`config.mk`:
```
export PLATFORM = sky130hd
export DESIGN_NAME = sut_ram
export DESIGN_NICKNAME = d
export VERILOG_FILES = /design/src/hdl/sut_ram.sv
export SDC_FILE = /design/constraint.sdc
export NUM_CORES = 1
export LEC_CHECK = 0
export ABC_AREA = 1
export BUFFER_PORTS_ARGS = -buffer_cell sky130_fd_sc_hd__buf_2
export CORE_MARGIN = 2
export CORE_UTILIZATION = 40
export DETAILED_ROUTE_END_ITERATION = 8
export GPL_ROUTABILITY_DRIVEN = 0
export PLACE_DENSITY = 0.55
export SLEW_MARGIN = 10
export SYNTH_ARGS = -nofsm -noshare
export SYNTH_HDL_FRONTEND = slang
export SYNTH_SLANG_ARGS = --single-unit
```
`constraint.sdc`:
```
create_clock -name clk -period 1.21 [get_ports clk]
set_clock_uncertainty 0.2 [all_clocks]
set_input_delay 0.121 -clock clk [delete_from_list [all_inputs] [get_ports clk]]
set_output_delay 0.121 -clock clk [all_outputs]
set_load 0.005 [all_outputs]
```
`src/hdl/sut_ram.sv`:
```
module sut_ram #(
  parameter int WIDTH = 8,
  parameter int DEPTH = 32
) (
  input  logic                     clk,
  input  logic                     we,
  input  logic [$clog2(DEPTH)-1:0] waddr,
  input  logic [WIDTH-1:0]         wdata,
  input  logic [$clog2(DEPTH)-1:0] raddr,
  output logic [WIDTH-1:0]         rdata
);

  logic [WIDTH-1:0] mem [DEPTH];

  always_ff @(posedge clk) begin
    if (we) begin
      mem[waddr] <= wdata;
    end
    rdata <= mem[raddr];
  end

endmodule

```
==> metrics.log, run 1 <==
INFO  metric result_of_the_run = finished with violations
INFO  metric failed_checks = negative setup slack
INFO  metric setup-tns-final = -1.23 ns
INFO  metric worst_min_path_class = input pin to flip-flop
INFO  metric leakagePower = 4.91 nW
INFO  metric r2r_setup_slack = -0.10 ns
INFO  metric grt_pass1_vias = 6,865
INFO  metric core_region_area = 26,700 sq um
INFO  metric cp_num_cells = 1
INFO  metric initial_core_util = 40.4%
INFO  metric clock_insertion_delay_worst_skew = 0.54 ns
INFO  metric cts_sinks = 264
INFO  metric number_of_cells_traversed_by_the_worst_register_to_register_path = 8
INFO  metric whs_path_depth = 1
INFO  metric crit_path_start_kind = flip-flop
INFO  metric synthesis.area = 10,800 sq um
INFO  metric core.rowCount = 60
INFO  metric fin_util = 48.5%
INFO  metric routed-via-count = 6,950
INFO  metric drt_first_pass_iters = 5
INFO  metric dp_hpwl = 16,400 um
INFO  metric cts_setup_buffers = 0
INFO  metric io-pin-count = 28
INFO  metric worst_slew_pin_slew = 0.835 ns
INFO  metric synth.yosys.seq_area_share = 72.8%
INFO  metric port_buffers = 27
INFO  metric max_clock_freq = 750 MHz
INFO  metric hold_viol = 0
INFO  metric worstSetupPathType = flip-flop to primary output
INFO  metric detailedRoute.firstIterationViolations = 532
INFO  metric finalWirelength = 27,300 um
INFO  metric syn-mean-instance-area = 11.7 sq um
INFO  metric postLayoutCellArea = 13,000 sq um
INFO  metric n_antenna_cell = 0
INFO  metric worst_path_largest_cell_delay = 0.36 ns
INFO  metric cts.root.buffer_cell = clkbuf_16
INFO  metric post-route-drc-count = 0
INFO  metric worst_path_buffer_plus_inverter_count = 1
INFO  metric worst_ep_arrival_time = 1.01 ns
INFO  metric die_w = 168 um
INFO  metric maximum_number_of_pins_on_one_net_before_global_route_repair = 33
INFO  metric global_route_wire_length_before_repair = 41,400 um
INFO  metric rsz0062_at_grt = true
INFO  metric slowest_cp_cell = dfxtp_4
INFO  metric final_setup_violations = 16
INFO  metric layout.nets = 1,026
INFO  metric layout_stage_area_growth_over_the_synthesis_result = 20.3%
INFO  metric final-max-slew-violation-count = 0
INFO  metric wire_per_inst = 19.9 um
INFO  metric syn-num-nets = 942
INFO  metric max-slew-margin-rel = 44.4%
INFO  metric worst_setup_path_end_kind = primary output
INFO  metric tritoncts = yes
INFO  metric clkTransAtPathRegs = 0.06 ns
INFO  metric final.min_clock_period = 1.33 ns
INFO  metric drv_cap = 0
INFO  metric cp_delay_by_family_top = flip-flops
INFO  metric cts.path.max_buffers = 3
INFO  metric max-vdd-ir-drop = 861 uV
INFO  metric critical_path.max_fanout = 1
INFO  metric detailedPlace.worstSlack = -0.443 ns
INFO  metric routed_via_density = 5.08
INFO  metric dpl_cell_area = 11,700 sq um
INFO  metric grt_antenna_before_repair = 0
INFO  metric cp_cell_sequence = buf_6
INFO  metric drive_gt1_share = 21.3%
INFO  metric final_critical_path_setup_slack = -0.123 ns
INFO  metric ctsHtreeMaxLevel = 1
INFO  metric globalRouteOverflowTotal = 0
INFO  metric numCtsBuffers = 28
INFO  metric grtUsageTotal = 19.4%
INFO  metric ant_nets = 0
INFO  metric syn-instance-count = 922
INFO  metric crit_required = 0.89 ns
INFO  metric synth-seq-cells = 264
INFO  metric min_period_over_period = 110%
INFO  metric die_area = 28,300 sq um
INFO  metric power_per_cell_area = 1550 nW/um^2
INFO  metric synth_cell_type_count = 12
INFO  metric floorplan.die.height = 168 um
INFO  metric synth.yosys.warnings = 0
-- kinds of logic (layout without fill, tap and decap cells) --
group         after synthesis  in the layout  synth area share, %
flops                     264            264                 72.8
simple gates              596            596                 23.1
buf+inv                    62            168                 4.14
-- layout make-up --
class | instances | area, sq um
Clock inverter | 11 | 104
Inverter | 10 | 40.0
Sequential cell | 264 | 7860
Multi-Input combinational cell | 596 | 2780
Clock buffer | 41 | 811
Fill cell | 2446 | 13800
Timing Repair Buffer | 106 | 955
Tap cell | 341 | 427
-- power by group --
part | internal (W) | total (W) | switching [W]
combinational | 0.000496 | 0.00147 | 0.000971
sequential | 0.0102 | 0.0102 | 0.0000525
clock | 0.00504 | 0.00845 | 0.00340
total | 0.0157 | 0.0201 | 0.00443
-- path summary, 6_finish.rpt --
check             start         end
max            rdata[0]    rdata[0]
min            wdata[6]  mem[27][6]
max reg2reg  mem[15][5]    rdata[5]
min reg2reg  mem[10][0]    rdata[0]
-- metrics by stage --
stage          hold WS (ns)  cells  total power (W)
2_1_floorplan        0.0199    922           0.0111
3_3_place_gp          0.272   1315           0.0118
3_5_place_dp          0.273   1315           0.0118
4_1_cts             0.00588   1369           0.0203
5_1_grt             0.00647   1369           0.0208
6_report            0.00689   1369           0.0201
-- state kept, by name, summed over array words and instances, names as in the netlist --
name,flops
rdata,8
mem,256
-- metal layers --
metal | routed length (um) | track usage [%] | part of all wire, % | vias up
li1 | - | - | - | 3367
met1 | 12200 | 27.2 | 45 | 3383
met2 | 13300 | 32.5 | 49 | 165
met3 | 1310 | 2.47 | 4.8 | 35
met4 | 431 | 4.16 | 1.6 | 0
met5 | 0 | 0 | 0 | -
-- timing repair --
action	in CTS	in global routing
resized for setup	62	15
pin swaps	60	16
hold buffers	2	0
endpoints found under the hold margin	8	0
endpoints found under the setup margin	16	16
-- Yosys cell counts --
cell,instances,area (sq um)
buf_2,15,75.1
dfxtp_1,8,160
buf_4,4,30.0
nand3_1,204,1020
nor2_1,32,120
edfxtp_1,256,7690
buf_1,2,7.51
nand2_1,360,1350
inv_1,8,30.0
inv_2,2,7.51
buf_6,24,270
clkbuf_1,7,26.3
-- cells in the final DEF (no fill, tap or decap), drive strengths merged --
master,instances
nand2,360
clkbuf,41
clkinvlp,1
clkinv,8
buf,104
dlygate4sd3,2
inv,10
nor2,32
nand3,204
bufinv,2
dfxtp,8
edfxtp,256
(Power assumes the default switching activity.)
==> run 2, diff against run 1 <==
CORE_UTILIZATION = 50   (was 40)
PLACE_DENSITY = 0.67   (was 0.55)
==> metrics.log, run 2 (same netlist as run 1, synthesis figures left out) <==
INFO  metric cp_delay_by_family_top = flip-flops
INFO  metric nFillCells = 1,721
INFO  metric crit-reg2reg-launch = mem[17][6]
INFO  metric worstSetupPathType = flip-flop to primary output
INFO  metric crit_path_start_kind = flip-flop
INFO  metric grtUsageTotal = 23.3%
INFO  metric worst_path_buffer_plus_inverter_count = 1
INFO  metric final_critical_path_setup_slack = -0.113 ns
INFO  metric core_region_area = 21,100 sq um
INFO  metric slowest_cp_cell = dfxtp_2
INFO  metric failed_checks = negative setup slack
INFO  metric initial_core_util = 51.2%
INFO  metric worst_min_path_class = input pin to flip-flop
INFO  metric final-max-slew-violation-count = 0
INFO  metric dp_hpwl = 15,100 um
INFO  metric port_buffers = 27
INFO  metric detailedPlace.worstSlack = -0.439 ns
INFO  metric core.rowCount = 53
INFO  metric total_power = 0.0191 W
INFO  metric worst_slew_pin_slew = 0.706 ns
INFO  metric leakagePower = 4.77 nW
INFO  metric clock_insertion_delay_worst_skew = 0.53 ns
INFO  metric wire_per_inst = 19.6 um
INFO  metric clkTransAtPathRegs = 0.06 ns
INFO  metric final.hold.worst_slack = 0.00648 ns
INFO  metric max_clock_freq = 756 MHz
INFO  metric cts_sinks = 264
INFO  metric power_per_cell_area = 1500 nW/um^2
INFO  metric max-slew-margin-rel = 52.9%
INFO  metric final_setup_violations = 16
INFO  metric ctsHtreeMaxLevel = 1
INFO  metric cp_cell_sequence = buf_2
INFO  metric r2r-end = rdata[6]
INFO  metric ant_nets = 0
INFO  metric maximum_number_of_pins_on_one_net_before_global_route_repair = 49
INFO  metric hold_viol = 0
INFO  metric post-route-drc-count = 0
INFO  metric n_antenna_cell = 0
INFO  metric worst_path_largest_cell_delay = 0.36 ns
INFO  metric global_route.usage.met2 = 38.3%
INFO  metric seqCellArea = 7860 sq um
INFO  metric detailedRoute.firstIterationViolations = 606
INFO  metric grt_use_met3 = 3.28%
INFO  metric cts.path.max_buffers = 3
INFO  metric die_area = 22,800 sq um
INFO  metric routed_via_density = 5.51
INFO  metric crit_required = 0.89 ns
INFO  metric layout.nets = 1,019
INFO  metric floorplan.die.height = 151 um
INFO  metric cts.root.buffer_cell = clkbuf_16
INFO  metric tritoncts = yes
INFO  metric cp_num_cells = 1
INFO  metric postLayoutCellArea = 12,700 sq um
INFO  metric number_of_cells_traversed_by_the_worst_register_to_register_path = 8
INFO  metric r2r_setup_slack = -0.07 ns
INFO  metric critical_path_launch_point = rdata[6]
INFO  metric flip_flop_count_of_the_largest_register_all_copies_and_words_added = 256
INFO  metric final_common_cell = nand2_1
INFO  metric global_route_wire_length_before_repair = 39,700 um
INFO  metric max-vdd-ir-drop = 1190 uV
INFO  metric finalWirelength = 25,300 um
INFO  metric grt_pass1_vias = 7,036
INFO  metric globalRouteOverflowTotal = 0
INFO  metric crit_path_end = rdata[6]
INFO  metric grt_busiest_layer = met2
INFO  metric result_of_the_run = finished with violations
INFO  metric largest_regs = mem x256, rdata x8
INFO  metric io-pin-count = 28
INFO  metric cts_setup_buffers = 0
INFO  metric rsz0062_at_grt = true
INFO  metric worst_ep_arrival_time = 1.00 ns
INFO  metric grt_use_met1 = 33.3%
INFO  metric worst_setup_path_end_kind = primary output
INFO  metric layout_common_cells = nand2_1, edfxtp_1, nand3_1
INFO  metric routed-via-count = 7,109
INFO  metric drt_first_pass_iters = 7
INFO  metric final.min_clock_period = 1.32 ns
INFO  metric dpl_cell_area = 11,500 sq um
INFO  metric grt_antenna_before_repair = 0
INFO  metric die_w = 151 um
INFO  metric numCtsBuffers = 27
INFO  metric multi_input_area = 2790 sq um
INFO  metric largest_register = mem
INFO  metric drv_cap = 0
INFO  metric critical_path.max_fanout = 1
INFO  metric min_period_over_period = 109%
INFO  metric layout_stage_area_growth_over_the_synthesis_result = 17.7%
INFO  metric drive_gt1_share = 19.9%
run 2: changes by cell type in the layout (fill, tap and decap cells not counted), moves of 3 or more:
cell | previous run | this run
clkinv_1 | 3 | 0
buf_12 | 15 | 12
buf_4 | 63 | 53
nand2_1 | 346 | 337
nand3_2 | 49 | 46
nand2_2 | 14 | 22
clkbuf_1 | 8 | 14
buf_2 | 21 | 18
clkbuf_4 | 0 | 4
nand3_1 | 155 | 158
clkinv_2 | 5 | 1
dlygate4sd3_1 | 2 | 9
run 2: worst min path at each step:
stage / startpoint / end / cells after the start
after floorplan: wdata[0] / mem[0][0] / 0
after global placement: raddr[4] / rdata[1] / 3
after detailed placement: raddr[4] / rdata[7] / 3
after CTS: wdata[3] / mem[15][3] / 1
after global routing: wdata[3] / mem[9][3] / 1
final: wdata[3] / mem[9][3] / 1
run 2: final cells by class:
cell class / count / share of cell area (%)
clock buffer: 43 / 5.95
multi-input combinational: 596 / 22.0
inverter: 10 / 0.315
timing repair buffer: 100 / 7.04
sequential: 264 / 61.9
clock inverter: 2 / 0.0986
tap: 275 / 2.71
run 2: repair_timing:
action / in CTS / in global routing
gates resized for setup: 69 / 16
pin swaps: 53 / 11
hold endpoints to repair: 184 / 0
hold buffers: 9 / 0
endpoints found under the setup margin: 16 / 144
run 2: metal layers:
layer | share of wire, % | vias up
li1 | - | 3356
met1 | 42 | 3459
met2 | 48 | 260
met3 | 7.5 | 34
met4 | 2.0 | 0
met5 | 0 | -
run 2: metrics by stage:
step                cells  utilization (%)  TNS (ns)
global placement     1236             54.5    -44.15
global route         1290             60.2     -2.09
floorplan             922                -    -32.85
detailed placement   1236             54.5    -47.33
finish               1290             60.2     -1.06
CTS                  1290             59.9     -1.07
run 2: report_power, final:
| part | internal (W) | switching (W) | total (W) |
|---|---|---|---|
| sequential | 0.0102 | 0.0000535 | 0.0102 |
| combinational | 0.000469 | 0.000944 | 0.00141 |
| clock | 0.00423 | 0.00320 | 0.00743 |
| total | 0.0149 | 0.00420 | 0.0191 |
==> run 3, diff against run 2 <==
SKIP_LAST_GASP = 1   (was not set)
==> metrics.log, run 3 (same netlist as run 1, synthesis figures left out) <==
INFO  metric result_of_the_run = finished with violations
INFO  metric failed_checks = negative setup slack
INFO  metric slowest_cp_cell = dfxtp_2
INFO  metric max_clock_freq = 757 MHz
INFO  metric tritoncts = yes
INFO  metric drv_cap = 0
INFO  metric post_layout_nonfiller_instances = 1,290
INFO  metric core_region_area = 21,100 sq um
INFO  metric hold_path_startpoint = wdata[3]
INFO  metric post-route-drc-count = 0
INFO  metric globalRouteOverflowTotal = 0
INFO  metric routed-via-count = 7,109
INFO  metric final-max-slew-violation-count = 0
INFO  metric cts.path.max_buffers = 3
INFO  metric worst_setup_path_end_kind = primary output
INFO  metric final_critical_path_setup_slack = -0.112 ns
INFO  metric ctsHtreeMaxLevel = 1
INFO  metric initial_core_util = 51.2%
INFO  metric floorplan.die.height = 151 um
INFO  metric postLayoutCellArea = 12,700 sq um
INFO  metric whs_path_depth = 1
INFO  metric clock_power_share = 38.9%
INFO  metric setup-tns-final = -1.04 ns
INFO  metric finalWirelength = 25,300 um
INFO  metric critical_path.max_fanout = 1
INFO  metric cts.root.buffer_cell = clkbuf_16
INFO  metric max-slew-margin-rel = 52.8%
INFO  metric global_route_wire_length_before_repair = 39,700 um
INFO  metric drive_gt1_share = 19.7%
INFO  metric crit-reg2reg-launch = mem[11][3]
INFO  metric routed_via_density = 5.51
INFO  metric hold_viol = 0
INFO  metric dp.cells = 1,236
INFO  metric power_per_cell_area = 1500 nW/um^2
INFO  metric worst_ep_arrival_time = 1.00 ns
INFO  metric min_delay_worst_endpoint = mem[9][3]
INFO  metric layout_common_cells = nand2_1, edfxtp_1, nand3_1
INFO  metric grt_pass1_vias = 7,036
INFO  metric cp_delay_by_family_top = flip-flops
INFO  metric combPwrFrac = 7.4%
INFO  metric dp_hpwl = 15,100 um
INFO  metric worst_slew_pin_slew = 0.707 ns
INFO  metric core.rowCount = 53
INFO  metric largest_regs = mem x256, rdata x8
INFO  metric wire_per_inst = 19.6 um
INFO  metric io-pin-count = 28
INFO  metric r2r_setup_slack = -0.07 ns
INFO  metric final_common_cell = nand2_1
INFO  metric rsz0062_at_grt = true
INFO  metric worstSetupPathType = flip-flop to primary output
INFO  metric seqCellArea = 7860 sq um
INFO  metric final.min_clock_period = 1.32 ns
INFO  metric r2r-end = rdata[3]
INFO  metric number_of_cells_traversed_by_the_worst_register_to_register_path = 8
INFO  metric crit_path_start_kind = flip-flop
INFO  metric internal_power = 0.0149 W
INFO  metric detailedRoute.firstIterationViolations = 599
INFO  metric layout_stage_area_growth_over_the_synthesis_result = 17.6%
INFO  metric grt_antenna_before_repair = 0
INFO  metric min_period_over_period = 109%
INFO  metric worst_path_largest_cell_delay = 0.36 ns
INFO  metric die_area = 22,800 sq um
INFO  metric worst_min_path_class = input pin to flip-flop
INFO  metric cts_setup_buffers = 0
INFO  metric clock_insertion_delay_worst_skew = 0.53 ns
INFO  metric die_w = 151 um
INFO  metric leakagePower = 4.77 nW
INFO  metric final_setup_violations = 16
INFO  metric clkTransAtPathRegs = 0.06 ns
INFO  metric power.sequential.fraction = 53.7%
INFO  metric maximum_number_of_pins_on_one_net_before_global_route_repair = 49
INFO  metric grtUsageTotal = 23.3%
INFO  metric layout.nets = 1,019
INFO  metric cp_cell_sequence = buf_2
INFO  metric numCtsBuffers = 27
INFO  metric flip_flop_count_of_the_largest_register_all_copies_and_words_added = 256
INFO  metric crit_required = 0.89 ns
INFO  metric nFillCells = 1,719
INFO  metric port_buffers = 27
INFO  metric cts_sinks = 264
INFO  metric netSwitchingFraction = 22.0%
INFO  metric max-vdd-ir-drop = 1190 uV
INFO  metric power.switching = 0.00419 W
INFO  metric ant_nets = 0
INFO  metric n_antenna_cell = 0
INFO  metric worst_path_buffer_plus_inverter_count = 1
INFO  metric drt_first_pass_iters = 7
INFO  metric largest_register = mem
INFO  metric multi_input_area = 2780 sq um
INFO  metric dpl_cell_area = 11,500 sq um
==> run 3: area by class of cell <==
cell class	count	share of cell area (%)
clock buffer	43	5.96
clock inverter	2	0.0987
inverter	10	0.316
multi-input combinational	596	21.9
sequential	264	61.9
tap	275	2.71
timing repair buffer	100	7.04
==> run 3: power by group through the flow <==
| stage | registers, W | logic, W | clock network (W) |
|---|---|---|---|
| final | 0.0102 | 0.00141 | 0.00742 |
| after CTS | 0.0102 | 0.00139 | 0.00754 |
| after floorplan | 0.0104 | 0.000735 | 0 |
| after detailed placement | 0.0104 | 0.00128 | 0 |
| after global placement | 0.0104 | 0.00126 | 0 |
| after global routing | 0.0102 | 0.00156 | 0.00792 |
==> run 3: worst max-delay path by stage <==
stage | from | end | cells past startpoint
after global routing | mem[16][3] | rdata[3] | 8
after floorplan | waddr[0] | mem[0][0] | 3
after global placement | raddr[0] | rdata[3] | 10
after detailed placement | raddr[0] | rdata[3] | 10
after CTS | rdata[6] | rdata[6] | 1
final | rdata[6] | rdata[6] | 1
==> run 3: through the flow <==
step / setup WS [ns] / power [W] / utilization [%] / hold WS (ns)
after floorplan: -0.145 / 0.0111 / - / 0.0199
after global placement: -0.417 / 0.0117 / 54.5 / 0.277
after detailed placement: -0.439 / 0.0117 / 54.5 / 0.278
after CTS: -0.121 / 0.0191 / 59.9 / 0.000651
after global routing: -0.155 / 0.0197 / 60.1 / 0.0242
final: -0.112 / 0.0191 / 60.1 / 0.00810
==> run 3: repair_timing <==
action                     4_1_cts  5_1_grt
hold buffers                     9        0
hold endpoints to repair       184        0
setup endpoints to repair       16      144
pin swaps                       53       11
gates resized for setup         69       14
==> run 3: per-layer routing <==
metal  vias to the layer above  GRT usage [%]  routed length [um]
met5                         -              0                   0
li1                       3354              -                   -
met3                        34           3.28                2110
met2                       282           38.3               12200
met1                      3439           33.3               10500
met4                         0           5.84                 495
